## src/rtl/lcdnf_pkg.sv

```systemverilog
// Package for the character-LCD number formatter: item structs, mode codes,
// LCD command bytes and character helpers. No dependencies.
package lcdnf_pkg;

   localparam int LCDNF_MAX_DIGITS = 16;
   localparam int BIN_BITS         = 16;
   localparam int BCD_DIGITS       = 5;

   localparam logic [2:0] MODE_INIT = 3'd0;
   localparam logic [2:0] MODE_CHAR = 3'd1;
   localparam logic [2:0] MODE_DEC  = 3'd2;
   localparam logic [2:0] MODE_HEX  = 3'd3;
   localparam logic [2:0] MODE_BIN  = 3'd4;

   localparam logic [7:0] CMD_FUNCTION_SET = 8'h38;
   localparam logic [7:0] CMD_DISPLAY_ON   = 8'h0c;
   localparam logic [7:0] CMD_ENTRY_MODE   = 8'h06;
   localparam logic [7:0] CMD_CLEAR        = 8'h01;
   localparam logic [7:0] CMD_SET_DDRAM    = 8'h80;
   localparam logic [7:0] LINE2_OFFSET     = 8'h40;

   localparam logic [7:0] ASCII_ZERO       = 8'h30;
   localparam logic [7:0] ASCII_A_MINUS_10 = 8'h37;

   localparam logic [1:0] FIRST_LINE = 2'd1;

   localparam logic RS_COMMAND = 1'b0;
   localparam logic RS_DATA    = 1'b1;

   typedef struct packed {
      logic [2:0]  mode;
      logic [1:0]  line;
      logic [4:0]  column;
      logic [15:0] number;
      logic [4:0]  digit_count;
      logic [7:0]  character;
   } req_type;

   typedef struct packed {
      logic       reg_select;
      logic [7:0] bus_byte;
      logic       last;
   } rsp_type;

   function automatic logic [7:0] init_cmd(input logic [1:0] idx);
      logic [7:0] cmd;
      unique case (idx)
         2'd0: cmd = CMD_FUNCTION_SET;
         2'd1: cmd = CMD_DISPLAY_ON;
         2'd2: cmd = CMD_ENTRY_MODE;
         default: cmd = CMD_CLEAR;
      endcase
      return cmd;
   endfunction

   function automatic logic [7:0] hex_char(input logic [3:0] d);
      logic [7:0] c;
      if (d < 4'd10) begin
         c = ASCII_ZERO + {4'b0, d};
      end else begin
         c = ASCII_A_MINUS_10 + {4'b0, d};
      end
      return c;
   endfunction

endpackage

```

## src/rtl/lcdnf_bcd.sv

```systemverilog
// Iterative binary-to-BCD converter (shift and add-3), one bit per cycle.
// Depends on lcdnf_pkg for BIN_BITS and BCD_DIGITS.
module lcdnf_bcd (
   input  logic                                    clock,
   input  logic                                    reset,
   input  logic                                    load,
   input  logic [lcdnf_pkg::BIN_BITS-1:0]          value,
   output logic                                    done,
   output logic [4*lcdnf_pkg::BCD_DIGITS-1:0]      bcd
);
   import lcdnf_pkg::*;

   localparam int SHIFT_BITS = 4 * BCD_DIGITS + BIN_BITS;
   localparam int CNT_BITS   = $clog2(BIN_BITS + 1);

   logic [SHIFT_BITS-1:0] shift_ff, shift_in, adjusted;
   logic [CNT_BITS-1:0]   cnt_ff, cnt_in;

   // add 3 to every BCD digit of 5 or more, then shift in the next bit
   always_comb begin
      adjusted = shift_ff;
      for (int i = 0; i < BCD_DIGITS; i++) begin
         if (shift_ff[BIN_BITS + 4*i +: 4] >= 4'd5) begin
            adjusted[BIN_BITS + 4*i +: 4] = shift_ff[BIN_BITS + 4*i +: 4] + 4'd3;
         end
      end
   end

   always_comb begin
      shift_in = shift_ff;
      cnt_in   = cnt_ff;
      if (load) begin
         shift_in = {{(4*BCD_DIGITS){1'b0}}, value};
         cnt_in   = CNT_BITS'(BIN_BITS);
      end else if (cnt_ff != '0) begin
         shift_in = {adjusted[SHIFT_BITS-2:0], 1'b0};
         cnt_in   = cnt_ff - 1'b1;
      end
   end

   always_ff @(posedge clock) begin
      if (reset) begin
         cnt_ff <= '0;
      end else begin
         cnt_ff <= cnt_in;
      end
      shift_ff <= shift_in;
   end

   assign done = (cnt_ff == '0);
   assign bcd  = shift_ff[SHIFT_BITS-1:BIN_BITS];

endmodule

```

## src/rtl/lcd_number_formatter.sv

```systemverilog
// Top level of the character-LCD number formatter: request sequencer and
// write generator. Depends on lcdnf_pkg and lcdnf_bcd.
//
//   channel   ports                       direction  handshake
//   request   start, busy, req_item       in         taken when start && !busy
//   result    rsp_strobe, rsp_item        out        one cycle per item, no stall
//
// One request yields 4 writes (init), 2 (char) or 1 + the saturated digit count
// (number modes); one write leaves per cycle once emission starts. Decimal
// requests first run the shared shift/add-3 converter through every bit of the
// number; busy stays high while an item is being converted or emitted.
// Modes above binary are dropped in the accepting cycle with no write.
// Reset (synchronous, active high) returns the sequencer to idle and clears the
// strobe. The receiver cannot stall; results simply stream out.
module lcd_number_formatter #(
   parameter int MAX_DIGITS = lcdnf_pkg::LCDNF_MAX_DIGITS
) (
   input  logic               clock,
   input  logic               reset,
   input  logic               start,
   output logic               busy,
   input  lcdnf_pkg::req_type req_item,
   output logic               rsp_strobe,
   output lcdnf_pkg::rsp_type rsp_item
);
   import lcdnf_pkg::*;

   localparam logic [4:0] MaxCount = 5'(MAX_DIGITS);

   typedef enum logic [2:0] {
      S_IDLE = 3'b001,
      S_CONV = 3'b010,
      S_EMIT = 3'b100
   } state_type;

   state_type  state_ff, state_in;
   req_type    req_ff, req_in;
   logic [4:0] count_ff, count_in;   // saturated digit count
   logic [4:0] step_ff, step_in;     // index of the write within the run
   logic       rsp_strobe_ff, rsp_strobe_in;
   rsp_type    rsp_item_ff, rsp_item_in;

   logic       accept;
   logic       bcd_done;
   logic [4*BCD_DIGITS-1:0] bcd;

   rsp_type    entry;
   logic [4:0] last_idx;
   logic [4:0] pos_wide;
   logic [3:0] pos;
   logic [7:0] cursor_addr;
   logic [7:0] digit;

   assign accept = start && (state_ff == S_IDLE);

   // shared converter: load on every accepted item, only decimal waits on it
   lcdnf_bcd u_bcd (
      .clock (clock),
      .reset (reset),
      .load  (accept),
      .value (req_item.number),
      .done  (bcd_done),
      .bcd   (bcd)
   );

   // digit position counts down from the most significant requested digit
   assign pos_wide = count_ff - step_ff;
   assign pos      = pos_wide[3:0];

   always_comb begin
      priority if (req_ff.mode == MODE_DEC) begin
         if (pos >= 4'(BCD_DIGITS)) begin
            digit = ASCII_ZERO;
         end else begin
            digit = ASCII_ZERO + {4'b0, bcd[{pos[2:0], 2'b00} +: 4]};
         end
      end else if (req_ff.mode == MODE_HEX) begin
         if (pos >= 4'd4) begin
            digit = ASCII_ZERO;
         end else begin
            digit = hex_char(req_ff.number[{pos[1:0], 2'b00} +: 4]);
         end
      end else begin
         digit = ASCII_ZERO + {7'b0, req_ff.number[pos]};
      end
   end

   // column counts from 1; column zero wraps, as the bus byte is 8 bits
   assign cursor_addr = {3'b0, req_ff.column} - 8'd1
                        + ((req_ff.line != FIRST_LINE) ? LINE2_OFFSET : 8'h00);

   // build the write for the current step
   always_comb begin
      priority if (req_ff.mode == MODE_INIT) begin
         last_idx = 5'd3;
      end else if (req_ff.mode == MODE_CHAR) begin
         last_idx = 5'd1;
      end else begin
         last_idx = count_ff;
      end

      priority if (req_ff.mode == MODE_INIT) begin
         entry.reg_select = RS_COMMAND;
         entry.bus_byte   = init_cmd(step_ff[1:0]);
      end else if (step_ff == 5'd0) begin
         entry.reg_select = RS_COMMAND;
         entry.bus_byte   = CMD_SET_DDRAM | cursor_addr;
      end else if (req_ff.mode == MODE_CHAR) begin
         entry.reg_select = RS_DATA;
         entry.bus_byte   = req_ff.character;
      end else begin
         entry.reg_select = RS_DATA;
         entry.bus_byte   = digit;
      end
      entry.last = (step_ff == last_idx);
   end

   // sequencer
   always_comb begin
      state_in      = state_ff;
      req_in        = req_ff;
      count_in      = count_ff;
      step_in       = step_ff;
      rsp_strobe_in = 1'b0;
      rsp_item_in   = rsp_item_ff;
      unique case (state_ff)
         S_IDLE: begin
            // drop requests with a mode that means nothing
            if (accept && (req_item.mode <= MODE_BIN)) begin
               req_in   = req_item;
               count_in = (req_item.digit_count > MaxCount) ? MaxCount
                                                            : req_item.digit_count;
               step_in  = 5'd0;
               state_in = (req_item.mode == MODE_DEC) ? S_CONV : S_EMIT;
            end
         end
         S_CONV: begin
            // hold until the converter has shifted in every bit
            if (bcd_done) begin
               state_in = S_EMIT;
            end
         end
         S_EMIT: begin
            // emit one write and advance
            rsp_strobe_in = 1'b1;
            rsp_item_in   = entry;
            step_in       = step_ff + 5'd1;
            if (entry.last) begin
               state_in = S_IDLE;
            end
         end
         default: begin
            state_in = S_IDLE;
         end
      endcase
   end

   always_ff @(posedge clock) begin
      if (reset) begin
         state_ff      <= S_IDLE;
         rsp_strobe_ff <= 1'b0;
      end else begin
         state_ff      <= state_in;
         rsp_strobe_ff <= rsp_strobe_in;
      end
      req_ff      <= req_in;
      count_ff    <= count_in;
      step_ff     <= step_in;
      rsp_item_ff <= rsp_item_in;
   end

   assign busy       = (state_ff != S_IDLE);
   assign rsp_strobe = rsp_strobe_ff;
   assign rsp_item   = rsp_item_ff;

endmodule

```

## config.mk

```make
export PLATFORM = sky130hd
export DESIGN_NAME = lcd_number_formatter
export DESIGN_NICKNAME = d
export VERILOG_FILES = /design/src/rtl/lcdnf_pkg.sv /design/src/rtl/lcdnf_bcd.sv /design/src/rtl/lcd_number_formatter.sv
export SDC_FILE = /design/constraint.sdc
export NUM_CORES = 1
export LEC_CHECK = 0
export BUFFER_PORTS_ARGS = -buffer_cell sky130_fd_sc_hd__buf_2
export CORE_AREA = 5 5 107 109
export CTS_CLUSTER_SIZE = 12
export DETAILED_ROUTE_END_ITERATION = 16
export DIE_AREA = 0 0 112 114
export GPL_ROUTABILITY_DRIVEN = 0
export PLACE_DENSITY = 0.73
export SYNTH_ARGS = -nofsm -noshare
export SYNTH_HDL_FRONTEND = slang
export SYNTH_SLANG_ARGS = --single-unit
```

## constraint.sdc

```tcl
create_clock -name clock -period 5.97 [get_ports clock]
set_input_delay 1.791 -clock clock [delete_from_list [all_inputs] [get_ports clock]]
set_output_delay 1.791 -clock clock [all_outputs]
set_load 0.1 [all_outputs]
```

# Word-level counts from Yosys, hierarchy flattened
# Cells that the tools add are included.
# classes
shift,2
reduce_logical,14
add_sub_neg,14
order_cmp,11
muxes,31
eq_ne,15
# ops
cell,count
two-way mux 8 bit,5
two-way mux 16 bit,2
greater-or-equal comparator 4 x 3 -> 1 bit (second input constant),7
two-way mux 7 bit,4
two-way mux 5 bit,5
adder 6 x 4 -> 7 bit (first input constant),3
indexed part select 20 x 6 -> 4 bit,1
case mux 6 bit (3 select lines),1
adder 4 x 2 -> 4 bit (second input constant),4
two-way mux 4 bit,4
indexed part select 16 x 5 -> 4 bit,1
two-way mux 3 bit,5
== test 3 x 2 -> 1 bit (second input constant),4
zero test 5 bit,2
case mux 5 bit (2 select lines),1
case mux 3 bit (3 select lines),1
adder 6 x 1 -> 7 bit (first input constant),1
adder 7 bit,1
== test 3 x 1 -> 1 bit (second input constant),2
subtractor 5 x 1 -> 6 bit (second input constant),1
adder 5 x 1 -> 5 bit (second input constant),1
== test 5 bit,1
> comparator 5 bit (second input constant),1
less-than comparator 4 x 5 -> 1 bit (second input constant),1
21 further kinds,28
# totals
word_cells,103
output_inout_bits,12
ff_bits,99
in_bits,42

# Longest topological paths before layout
# Gate-level depths: netlist of run 1.
# depth
ltp_word,10
ltp_mapped,12
ltp_nobuf,11

# Hierarchy
# Synthesis of run 1 repeated with hierarchy kept, for this count alone.
# unflattened
hier_cells,477
area_unflattened_um2,5365.1
# modules_own_cells
module,cells_each,n_inst,area_per_inst_um2,seq_area_each_um2
lcd_number_formatter,258,1,3169.3,1701.6
lcdnf_bcd,219,1,2195.9,980.9

# Least setup slack after synthesis of run 1
# Ideal clock, no wire load.
# synth_timing
path_kind,input-to-reg
startpoint,in start
endpoint,reg count_ff[0] (enable)
arrival_time_ns,3.077
required_ns,5.577
path_buffers,1
path_stages,4
path_slack_ns,2.499
setup_ns,0.393
cell_sequence,and3b_1 clkbuf_1 nand2_1 inv_1
# synth_between
elab_chain_cells,3
# synth_lines
element,line_no,source
"start, declared",lcd_number_formatter.sv:20,"input logic start,"
logical AND 1 bit,lcd_number_formatter.sv:54,assign accept = start && (state_ff == S_IDLE);
logical AND 1 bit,lcd_number_formatter.sv:129,if (accept && (req_item.mode <= MODE_BIN)) begin
AND reduction 2 bit (no line),n/a,
"end signal, assigned",lcd_number_formatter.sv:167,count_ff <= count_in;
"end, declared",lcd_number_formatter.sv:38,"logic [4:0] count_ff, count_in;"
# No other way between the ends.
# A chain may end at the register's enable or synchronous reset.

==> run summary, run 1 <==
The worst max-slew margin expressed relative to the limit came out at between 50% and 60%. The highest clock frequency the design can meet is 303.5 MHz. The count of placed standard cells in the final layout, fillers left out is 638. The met2 wirelength from detailed routing came out at 4812 um. The post-cts hold buffer count is 0. The final wirelength is 10,150 um. The worst hold path begins at u_bcd.shift_ff[33]$_SDFFE_PP0P_. The number of global-route vias before repair is roughly 3,500.

The wire length the detailed router placed on met1 came out at 4469 um. The largest individual stage delay along the critical path comes from the cell sky130_fd_sc_hd__fa_1. Ranked by total cell area, the synthesized netlist is headed by sky130_fd_sc_hd__edfxtp_1 41%, sky130_fd_sc_hd__dfxtp_1 11%, sky130_fd_sc_hd__ha_1 5.2%. The most repeated cell in the gate-level netlist after synthesis is sky130_fd_sc_hd__edfxtp_1. Along the worst path, the maximum fanout reaches 15. The signal on the critical path passes through ha_1, fa_1, mux4_2, inv_1, ha_1, inv_1, nor4bb_1, a21oi_1, o221ai_1, o221a_2. The number of antenna violations at the first check in global routing came out at 0. The total of cells resized after clock tree synthesis came out at 0. The most used flip-flop cell after synthesis is sky130_fd_sc_hd__edfxtp_1. The violation count after the first detailed-route iteration is 176.

The count of mapped cells out of synthesis came out at 446. The worst endpoint data arrival time is roughly 3.5 ns. The height of the chip came out at 114 um. For this run, the register share of the synthesized area comes to 52.82%. Entering global routing, the biggest net connects 44 pins. The share of cells above drive strength 1 is 20.88%. The total number of H-tree levels came out at 3. The post-layout minimum cycle time is 3.295 ns. The count of placed standard cells including taps came out at 622. For this design the static power due to leakage is roughly 0.0021 uW. The proportion of netlist area held by the largest area contributor is roughly two fifths. The run finished with clean final reports.

The die footprint came out at between 0.01 and 0.015 mm2. The initial standard-cell utilization of the core is 48.33%. The top routing layer in use is met4. The clock-pin transition on the worst setup and hold timing paths is 0.09 ns. The register bit count reported by yosys came out at 99. Setup repair after global routing left no endpoint under its margin.

The total negative setup slack is 0 ns. The CTS tree is done. The insertion delay of the later-clocked pin in the worst-skew pair came out at 0.37 ns. The detailed-placement wirelength estimate came out at between 7000 and 8000 um.

The sum of overflow across all layers after global routing is 0. The count of final hold-check violations came out at 0. The longest individual stage delay on the worst path is slightly below 0.9 ns. For this run, the number of Yosys warnings is 0. STA classifies the critical path endpoint as a flop.

The worst min-delay path category is reg -> reg. The final layout net count came out at 557. The total power divided by cell area is 383.0 mW/mm2. The minimum hold slack came out at ~0.47 ns. In this run the post-CTS setup repair buffer count came out at 0.

For this run, the detailed router's first-pass iteration total came to 5. The total met3 wirelength after detailed routing came out at between 600 and 700 um. The total via count after detailed routing is 3,515. The area of the placeable core is 0.01051 mm2. The maximum root-to-sink buffer count is 2. The mean post-synth cell area came out at about 11 um2. The net count of the mapped netlist came out at a little over 500.

The residual DRC count came out at 0. The transition time at the pin with the least slew margin is 0.7419 ns. The horizontal die dimension is around 110 um. The worst path uses 55.19% of the clock period. The commonest cells after synthesis are 70 x sky130_fd_sc_hd__edfxtp_1, 37 x sky130_fd_sc_hd__nand2_1, 36 x sky130_fd_sc_hd__a21oi_1, 33 x sky130_fd_sc_hd__nor2_1, 30 x sky130_fd_sc_hd__inv_1.

The number of clock buffers inserted by TritonCTS came out at 9. The via count normalized by instance count is 5.509. The setup clock skew after layout came out at 0.01209 ns. The worst setup path is of the reg -> reg kind.

The startpoint identified for the worst register-to-register timing path is step_ff[0]$_SDFFCE_PN0P_. The number of primary I/O pins is between 50 and 60. The repair_antennas step left the layout with diodes totalling 0. The worst voltage drop across the vdd grid came out at 0.3830 mV.

The post-detailed-route count of antenna-violating nets came out at 0. The total of endpoints with negative setup slack in the final report came out at 0. Yosys mapped a number of flops with a built-in enable equal to 70.

The number of input and output port buffers inserted is 53. The critical path starts at step_ff[0]$_SDFFCE_PN0P_. The master cell of the clock root buffer is sky130_fd_sc_hd__clkbuf_8. The number of clock sinks is 99.

Data on the critical path is required at its endpoint by between 6 and 7 ns. The worst setup path is launched from a flop. The synthesized design spends more area on one cell type than any other, namely sky130_fd_sc_hd__edfxtp_1. The count of final max-slew check failures is 0.

The floorplan row count came out at 38. The cell area after technology mapping is 0.005079 mm2. The average wire per cell in the routed design came out at 15.90 um. The combined global-route utilization of all metal layers is 16.97%. The global-route wire length before repair came out at roughly 17,000 um.

The unique cell type count in the Yosys netlist is 51. The layout-stage area growth over the synthesis result came out at 11.28%. The number of maximum-capacitance violations came out at 0. After synthesis, the share of flip-flops with an asynchronous set or reset is 0%.
==> report_power, final <==
group	internal, uW	leakage, uW	switching (uW)
Sequential	914	0.000906	94.7
Clock	193	0.0000998	231
Combinational	308	0.00114	423
==> cells by family after synthesis <==
logic type / count (synthesis) / synth area share [%]
AO/OA/AOI/OAI: 89 / 11.01
XOR/XNOR: 20 / 3.449
adder cells (fa/ha/maj): 22 / 5.568
buffers and inverters: 50 / 3.917
flip-flops: 99 / 52.82
multiplexers: 33 / 9.929
AND/OR/NAND/NOR: 133 / 13.30
==> critical path, delay by kind of cell (launching register included) <==
| kind | cells | cell delay [ns] |
|---|---|---|
| flops | 1 | 0.53 |
| buf+inv | 2 | 0.15 |
| simple gates | 1 | 0.26 |
| mux | 1 | 0.46 |
| compound gates | 3 | 0.48 |
| fa+ha+maj | 3 | 1.29 |
==> stage by stage <==
stage	power [uW]	setup slack, ns	instance area (um2)	util [%]
final	2164	2.675	5652	53.79
after global routing	2313	2.408	5652	53.79
after CTS	2184	2.675	5652	53.79
after detailed placement	1758	2.389	5455	51.92
after global placement	1723	2.448	5455	51.92
after floorplan	1587	2.499	5079	-
==> flip-flops by register name (all words and copies together), names as in the netlist <==
name / flops
u_bcd.shift_ff: 36
req_ff: 34
rsp_item: 10
count_ff: 5
step_ff: 5
u_bcd.cnt_ff: 5
state_ff: 3
rsp_strobe: 1
==> routing by layer <==
metal	global-route usage [%]	vias up
met1	21.75	1661
met4	6.090	0
met5	0	-
li1	-	1729
met2	27.62	105
met3	4.987	20
==> layout by cell type, fill, tap and decap left out, types with 3 or more instances in the layout <==
cell / instances
sky130_fd_sc_hd__mux2_2: 16
sky130_fd_sc_hd__o221ai_1: 3
sky130_fd_sc_hd__and3_1: 5
sky130_fd_sc_hd__nor3_1: 4
sky130_fd_sc_hd__xnor2_1: 13
sky130_fd_sc_hd__nand3_1: 11
sky130_fd_sc_hd__nor4_1: 6
sky130_fd_sc_hd__o32ai_1: 3
sky130_fd_sc_hd__xor2_1: 7
sky130_fd_sc_hd__buf_4: 3
sky130_fd_sc_hd__buf_2: 53
sky130_fd_sc_hd__nor2b_1: 6
sky130_fd_sc_hd__clkbuf_8: 10
sky130_fd_sc_hd__edfxtp_1: 70
sky130_fd_sc_hd__a211oi_1: 9
sky130_fd_sc_hd__or3_1: 3
sky130_fd_sc_hd__a31oi_1: 3
sky130_fd_sc_hd__nand2b_1: 9
sky130_fd_sc_hd__nand2_1: 37
sky130_fd_sc_hd__mux4_2: 11
sky130_fd_sc_hd__o21ai_0: 19
sky130_fd_sc_hd__nor3b_1: 5
sky130_fd_sc_hd__inv_1: 30
sky130_fd_sc_hd__nor2_1: 33
sky130_fd_sc_hd__a2111oi_0: 3
sky130_fd_sc_hd__dfxtp_1: 29
sky130_fd_sc_hd__o221a_2: 3
sky130_fd_sc_hd__ha_1: 21
sky130_fd_sc_hd__mux2i_1: 5
sky130_fd_sc_hd__a21oi_1: 36
==> area by class of cell <==
cell class                 instances  area, um2
fill                             895       4856
sequential                        99       2683
multi-input combinational        297       2197
timing repair buffer              56      287.8
tap                              140      175.2
clock buffer                      13      170.2
inverter                          30      112.6
clock inverter                     3      26.28
==> path summary, 6_finish.rpt <==
path                                                         to  slack, ns  cells after the start
worst min-delay path            u_bcd.shift_ff[33]$_SDFFE_PP0P_       0.47                      2
worst min register to register  u_bcd.shift_ff[33]$_SDFFE_PP0P_       0.47                      2
worst max-delay path                      rsp_item[3]$_DFFE_PP_       2.68                     10
worst max register to register            rsp_item[3]$_DFFE_PP_       2.68                     10
Power figures use the tool's default switching activity.
==> run 2: changes to the inputs <==
--- a/config.mk
+++ b/config.mk
@@ -5,13 +5,14 @@
 export SDC_FILE = /design/constraint.sdc
 export NUM_CORES = 1
 export LEC_CHECK = 0
+export ABC_AREA = 1
 export BUFFER_PORTS_ARGS = -buffer_cell sky130_fd_sc_hd__buf_2
-export CORE_AREA = 5 5 107 109
+export CORE_AREA = 5 5 111 113
 export CTS_CLUSTER_SIZE = 12
 export DETAILED_ROUTE_END_ITERATION = 16
-export DIE_AREA = 0 0 112 114
+export DIE_AREA = 0 0 116 118
 export GPL_ROUTABILITY_DRIVEN = 0
-export PLACE_DENSITY = 0.73
+export PLACE_DENSITY = 0.74
 export SYNTH_ARGS = -nofsm -noshare
 export SYNTH_HDL_FRONTEND = slang
 export SYNTH_SLANG_ARGS = --single-unit
==> constraint.sdc (replaced) <==
create_clock -name clock -period 2.9 [get_ports clock]
set_input_delay 0.87 -clock clock [delete_from_list [all_inputs] [get_ports clock]]
set_output_delay 0.87 -clock clock [all_outputs]
set_load 0.1 [all_outputs]
==> run summary, run 2 <==
The mean post-synth cell area came out at 8.426 um2. 54 I/O pins were placed. The horizontal die dimension came out at 116 um.

Sorting the synthesized cells by area gives the leading types as sky130_fd_sc_hd__edfxtp_1 39%, sky130_fd_sc_hd__nand2_1 12%, sky130_fd_sc_hd__dfxtp_1 11%. The longest individual stage delay on the worst path came out at 0.59 ns. The number of flip-flops under the largest register name is 36.

After technology mapping, the gate count stands at 643. Leaving out fill and tap cells, the most frequent cell in the layout is sky130_fd_sc_hd__nand2_1. The register with the most flip-flops in the final layout is u_bcd.shift_ff.

When the netlist entered floorplanning its net count stood at 707. The proportion of netlist area held by the largest area contributor is roughly two fifths. Clock tree synthesis selected as its root buffer the cell sky130_fd_sc_hd__clkbuf_16.

The count of placed standard cells including taps is 831. The worst max-slew margin expressed relative to the limit is between 50% and 60%. The combined global-route utilization of all metal layers is roughly 17%.

The first-pass iteration count of the detailed router came out at 5. The maximum root-to-sink buffer count came out at 2. The insertion delay of the later-clocked pin in the worst-skew pair is 0.35 ns.

For this run, asynchronously set or reset flops after synthesis account for 0%. For this design the static power due to leakage is ~0.0029 uW. The fraction of the yosys area taken by sequential cells is 49.52%. The first global-routing pass estimated 19,080 um of wire. The count of final hold-check violations came out at 0.

The final standard cell utilization of the core came out at 54.45%. The clock-pin transition on the worst setup and hold timing paths came out at 0.07 ns. The via count normalized by instance count came out at 5.163.

After clock tree synthesis, the flow added hold-fix buffers numbering 0. The residual DRC count is 0. The layout-stage area growth over the synthesis result is 12.79%. The total via count after detailed routing is 4,373. The overall power after layout came out at 6160 uW. The worst min-delay path category is reg -> reg.

The number of global-route vias before repair is 4,253. The number of input and output port buffers inserted is 53. The net count of the finished layout is 763. The sum of overflow across all layers after global routing is 0. The count of final max-slew check failures came out at 0. The number of antenna violations at the first check in global routing came out at 0. Setup repair after global routing left no endpoint under its margin. The floorplan step defined a die boundary enclosing 0.01369 mm2. Adding up every negative setup slack in the final design gives 0 ns. The final wirelength is around 11,000 um.

The total of warnings raised by yosys is 0. Grouping stages by cell kind, the critical path spends the most delay in adder cells. The dominant synthesized flop cell is sky130_fd_sc_hd__edfxtp_1. The count of placed standard cells in the final layout, fillers left out is 847. The register bit count reported by yosys is 99. In this run the number of H-tree levels came out at 3. The detailed-placement wirelength estimate is between 8000 and 9000 um. The top cell types in the final layout, fill and taps aside, are 174 x sky130_fd_sc_hd__nand2_1, 92 x sky130_fd_sc_hd__inv_1, 70 x sky130_fd_sc_hd__edfxtp_1. The critical path capture point type is a flop.

The total of endpoints with negative setup slack in the final report is 0. The antenna diode instance count is 0. The setup clock skew after layout came out at 0.01007 ns.

The total of cells resized after clock tree synthesis is 0. The cell area after technology mapping came out at 0.005418 mm2. The average wire per cell in the routed design is 13.39 um.

The floorplan row count is 39. The number of maximum-capacitance violations is 0. The type of the worst setup path is reg -> reg.

The violation count after the first detailed-route iteration came out at ~310. The cell taking the most area after synthesis is sky130_fd_sc_hd__edfxtp_1. The run finished with clean final reports.

Together, buffers and inverters on the worst path number 2. The transition time at the pin with the least slew margin came out at roughly 0.73 ns. The count of flip-flops with a built-in enable after synthesis came out at 70.

STA puts the critical path data required time at 3.01 ns. The worst endpoint data arrival time is 2.80 ns. The area of the placeable core came out at 0.01122 mm2. The number of clock sinks is 99.

The post-layout minimum cycle time is 2.687 ns. The total power divided by cell area came out at 1008 mW/mm2. The CTS tree is done. STA classifies the critical path startpoint as a flop. The most repeated library cell on the critical path is sky130_fd_sc_hd__nand2_1. In this run the remaining antenna-violating nets after routing total 0. Once the floorplan was initialized, standard cells occupied 48.27% of the core. Final hold analysis gives a worst-case slack of approximately 0.46 ns.

The number of buffers added for setup after CTS came out at 0. The most common cell in the synthesized netlist is sky130_fd_sc_hd__nand2_1. The worst voltage drop across the vdd grid is roughly 0.73 mV. Along the worst path, the maximum fanout reaches 11.

By count the netlist is led by 174 x sky130_fd_sc_hd__nand2_1, 92 x sky130_fd_sc_hd__inv_1, 70 x sky130_fd_sc_hd__edfxtp_1, 47 x sky130_fd_sc_hd__nor2_1, 42 x sky130_fd_sc_hd__nand3_1. The share of cells above drive strength 1 is between 10% and 20%. The final period utilization came out at slightly above 90%.

The pin count of the biggest net entering global routing came out at 31. The highest clock frequency the design can meet is 372.1 MHz. The unique cell type count in the Yosys netlist is 42. The number of clock buffers inserted by TritonCTS is 9. The height of the chip is ~120 um. Walking the worst path, the cells encountered are ha_1, fa_1, inv_2, nand2_1, nand2_1, inv_1, ha_1, a21oi_1, nand3_1, o21ai_1, nand2_1, nand2_1, o21ai_1. On the critical path, the stage with the largest delay is an instance of sky130_fd_sc_hd__fa_1.
==> run 2: changes by cell type after synthesis, sizes merged, moves of 8 or more <==
cell	delta
a211oi	-8
clkbuf	-9
inv	+70
mux2	-16
mux4	-12
nand2	+146
nand2b	-9
nand3	+32
nor2	+18
o21ai	+22
xnor2	-12
==> run 2: worst register-to-register path: stages (launching register included) <==
cell and delay, ns:
sky130_fd_sc_hd__edfxtp_1 0.40, sky130_fd_sc_hd__ha_1 0.24, sky130_fd_sc_hd__fa_1 0.59, sky130_fd_sc_hd__inv_2 0.21
sky130_fd_sc_hd__nand2_1 0.13, sky130_fd_sc_hd__nand2_1 0.08, sky130_fd_sc_hd__inv_1 0.05, sky130_fd_sc_hd__ha_1 0.22
sky130_fd_sc_hd__a21oi_1 0.16, sky130_fd_sc_hd__nand3_1 0.11, sky130_fd_sc_hd__o21ai_1 0.09, sky130_fd_sc_hd__nand2_1 0.07
sky130_fd_sc_hd__nand2_1 0.06, sky130_fd_sc_hd__o21ai_1 0.05
==> run 2: through the flow <==
stage | setup WS [ns] | area [um2]
floorplan | 0.1666 | 5418
global placement | 0.2851 | 5826
detailed placement | 0.2184 | 5826
CTS | 0.2159 | 6111
global route | 0.005905 | 6111
finish | 0.2125 | 6111
==> run 2: path summary, 6_finish.rpt <==
check | startpoint | endpoint | slack, ns | cells after the start
max | step_ff[0]$_SDFFCE_PN0P_ | rsp_item[5]$_DFFE_PP_ | 0.21 | 13
min | u_bcd.cnt_ff[4]$_SDFFE_PP0P_ | u_bcd.cnt_ff[4]$_SDFFE_PP0P_ | 0.46 | 2
max reg2reg | step_ff[0]$_SDFFCE_PN0P_ | rsp_item[5]$_DFFE_PP_ | 0.21 | 13
min reg2reg | u_bcd.cnt_ff[4]$_SDFFE_PP0P_ | u_bcd.cnt_ff[4]$_SDFFE_PP0P_ | 0.46 | 2
==> run 2: layer usage <==
metal	share of wire, %	track usage (%)	up-vias
li1	-	-	2203
met3	6.9	5.861	25
met1	44	21.59	2016
met5	0	0	-
met2	47	27.63	129
met4	1.9	5.946	0
==> run 2: cell type report <==
class	count	area, um2
sequential	99	2683
timing repair buffer	63	352.8
fill	1036	5112
tap	143	178.9
multi-input combinational	425	2231
inverter	101	380.4
clock buffer	9	225.2
clock inverter	7	60.06
==> run 2: cell families after synthesis <==
family                   after synthesis  share of synthesized area [%]
flip-flops                            99                          49.52
buffers and inverters                119                          9.492
adder cells (fa/ha/maj)               22                          5.219
AND/OR/NAND/NOR                      292                          23.35
XOR/XNOR                              13                          2.102
AO/OA/AOI/OAI                         98                          10.32
==> run 2: where the power goes <==
part / leakage, uW / internal (uW) / switching [uW] / total (uW)
Clock: 0.000137 / 595 / 547 / 1140
Combinational: 0.00183 / 903 / 1860 / 2770
Sequential: 0.000911 / 2030 / 221 / 2250
==> run 3: changes to the inputs <==
==> constraint.sdc (replaced) <==
create_clock -name clock -period 2.9 [get_ports clock]
set_input_delay 0.435 -clock clock [delete_from_list [all_inputs] [get_ports clock]]
set_output_delay 0.435 -clock clock [all_outputs]
set_load 0.1 [all_outputs]
==> run summary, run 3 (synthesized netlist as in run 2, its figures left out) <==
The first-pass iteration count of the detailed router is 4. The post-detailed-route count of antenna-violating nets is 0. Setup violations remaining at the end of the flow were counted as 0. The count of final max-slew check failures is 0. The longest individual stage delay on the worst path came out at 0.53 ns.

The global-route wire length before repair is 19,440 um. The worst max-slew margin expressed relative to the limit is 51.33%. The floorplan row count came out at 39. The clock-pin transition on the worst setup and hold timing paths is 0.07 ns. Leaving out fill and tap cells, the most frequent cells in the layout are 174 x sky130_fd_sc_hd__nand2_1, 92 x sky130_fd_sc_hd__inv_1, 70 x sky130_fd_sc_hd__edfxtp_1.

Walking the worst path, the cells encountered are inv_1, ha_1, fa_2, inv_2, nand2_1, nand2_1, inv_1, ha_1, a21oi_1, nand3_1, o21ai_1, nand2_1, nand2_1, o21ai_1. The type of the worst setup path is reg -> reg. The pre-CTS setup slack came out at 0.2025 ns.

The number of clock buffers inserted by TritonCTS is 9. The count of placed standard cells in the final layout, fillers left out came out at 846. After detailed routing, the number of remaining DRC violations is 0.

Clock tree synthesis selected as its root buffer the cell sky130_fd_sc_hd__clkbuf_16. Leaving out fill and tap cells, the most frequent cell in the layout is sky130_fd_sc_hd__nand2_1. The sum of overflow across all layers after global routing came out at 0.

Setup slack closes at 0.2518 ns. In the routed layout, each cell is associated on average with a via count of 5.115. The number of global-route vias before repair came out at around 4,200. The most repeated library cell on the critical path is sky130_fd_sc_hd__nand2_1. The number of input and output port buffers inserted is 53. The total negative setup slack is 0 ns. The antenna diode instance count came out at 0. The leakage power of the design came out at between 0.002 and 0.003 uW. The number of antenna violations at the first check in global routing came out at 0.

In the final layout, the share of cells above drive strength 1 is 16.07%. Summing all multi-input logic gate instances after layout gives 0.002233 mm2. The insertion delay of the later-clocked pin in the worst-skew pair came out at around 0.35 ns.

The start point of the worst min-delay path is req_item[0]. The number of maximum-capacitance violations came out at 0. The number of clock sinks came out at 99. For the pin with the worst max-slew slack, the measured transition is 0.7224 ns.

The combined global-route utilization of all metal layers is 17.53%. The longest clock path from root to sink contains 2 buffers. The total number of H-tree levels is 3. The worst-path cell with the longest stage delay is sky130_fd_sc_hd__fa_2. The sequential cell area in the final layout came out at 0.002683 mm2. The setup clock skew after layout is around 0.0057 ns. Power spread over the standard cell area amounts to slightly above 1000 mW/mm2.

The minimum hold slack is between 0.2 and 0.3 ns. The final layout net count came out at between 700 and 800. The average wire per cell in the routed design came out at 13.53 um.

Tracing the worst setup path back leads to its startpoint at count_ff[0]$_SDFFCE_PN0P_. Counting flops per register, the top entry is u_bcd.shift_ff. The height of the chip is 118 um. TritonCTS built the clock tree. Static timing analysis puts the maximum clock frequency at 377.6 MHz.

Compared with the post-synthesis result, the final layout area differs by 13.14%. The die footprint came out at 0.01369 mm2. The horizontal die dimension came out at 116 um. The number of filler instances in the final layout came out at 1,027. The flop-to-flop setup slack is 0.25 ns.

The detailed-placement wirelength estimate came out at 8568 um. Entering global routing, the biggest net connects 31 pins. The post-cts hold buffer count is 0.

The worst voltage drop across the vdd grid came out at 0.5261 mV. Setup repair after global routing left no endpoint under its margin. The area of the placeable core is 0.01122 mm2. STA classifies the critical path endpoint as a flop. The kind of start point of the critical path is a flop.

The critical path required time came out at 3.00 ns. Pin placement for this block handled 54 I/O pins. Dividing the final minimum period by the clock period gives 91.32%. In this run the critical register-to-register path is launched from count_ff[0]$_SDFFCE_PN0P_. The flow ran to the end, and the final reports show no timing, DRC or antenna violations. The final wirelength is ~11,000 um. The top fanout value on the critical path came out at 11. The count of final hold-check violations is 0. The total via count after detailed routing came out at 4,327. The worst hold path belongs to the class in -> reg.

The number of flip-flops under the largest register name is 36. The overall power after layout is 6242 uW. The post-layout minimum cycle time came out at 2.648 ns. After detailed placement, the design holds a cell count of 830.

Data arrives at the worst endpoint at 2.75 ns. The violation count after the first detailed-route iteration is about 330. For this configuration, the core starts out at a cell density of 48.27%.
## run 3: report_power, final
part / switching [uW] / internal (uW) / total (uW)
logic: 1860 / 901 / 2760
clock network: 547 / 684 / 1230
registers: 219 / 2030 / 2250
total: 2630 / 3610 / 6240
## run 3: metal layers
layer,vias to the layer above,share of wire (%),global-route usage [%]
met1,2001,44,22.61
met2,107,49,28.78
met4,0,1.7,5.439
met3,18,5.6,4.370
met5,-,0,0
li1,2201,-,-
## run 3: path summary, 6_finish.rpt
path | to | cells past startpoint
setup reg to reg | rsp_item[5]$_DFFE_PP_ | 14
hold reg to reg | u_bcd.cnt_ff[4]$_SDFFE_PP0P_ | 2
hold / removal | req_ff[0]$_DFFE_PP_ | 1
setup / recovery | rsp_item[5]$_DFFE_PP_ | 14
## run 3: what timing repair did
action	in CTS	in global routing
buffers inserted	0	0
endpoints found under the setup margin	0	1
resized for setup	0	1
endpoints found under the hold margin	0	0
## run 3: stage by stage
stage / instance area (um2) / util (%)
2_1_floorplan: 5418 / -
3_3_place_gp: 5818 / 51.84
3_5_place_dp: 5818 / 51.84
4_1_cts: 6127 / 54.59
5_1_grt: 6130 / 54.62
6_report: 6130 / 54.62
## run 3: cell type report
cell class              count  share of cell area [%]
clock buffers               9                   3.674
inverters                 101                   6.205
clock inverters             7                   1.368
repair buffers             62                   5.634
multi-input cells         425                   36.44
well taps                 143                   2.919
flip-flops and latches     99                   43.76
## run 3: critical path: cells and delay by family (launching register included)
family	cells	cell delay, ns
AO/OA/AOI/OAI	3	0.31
adder cells (fa/ha/maj)	3	0.93
buffers and inverters	3	0.31
AND/OR/NAND/NOR	5	0.46
flip-flops	1	0.40
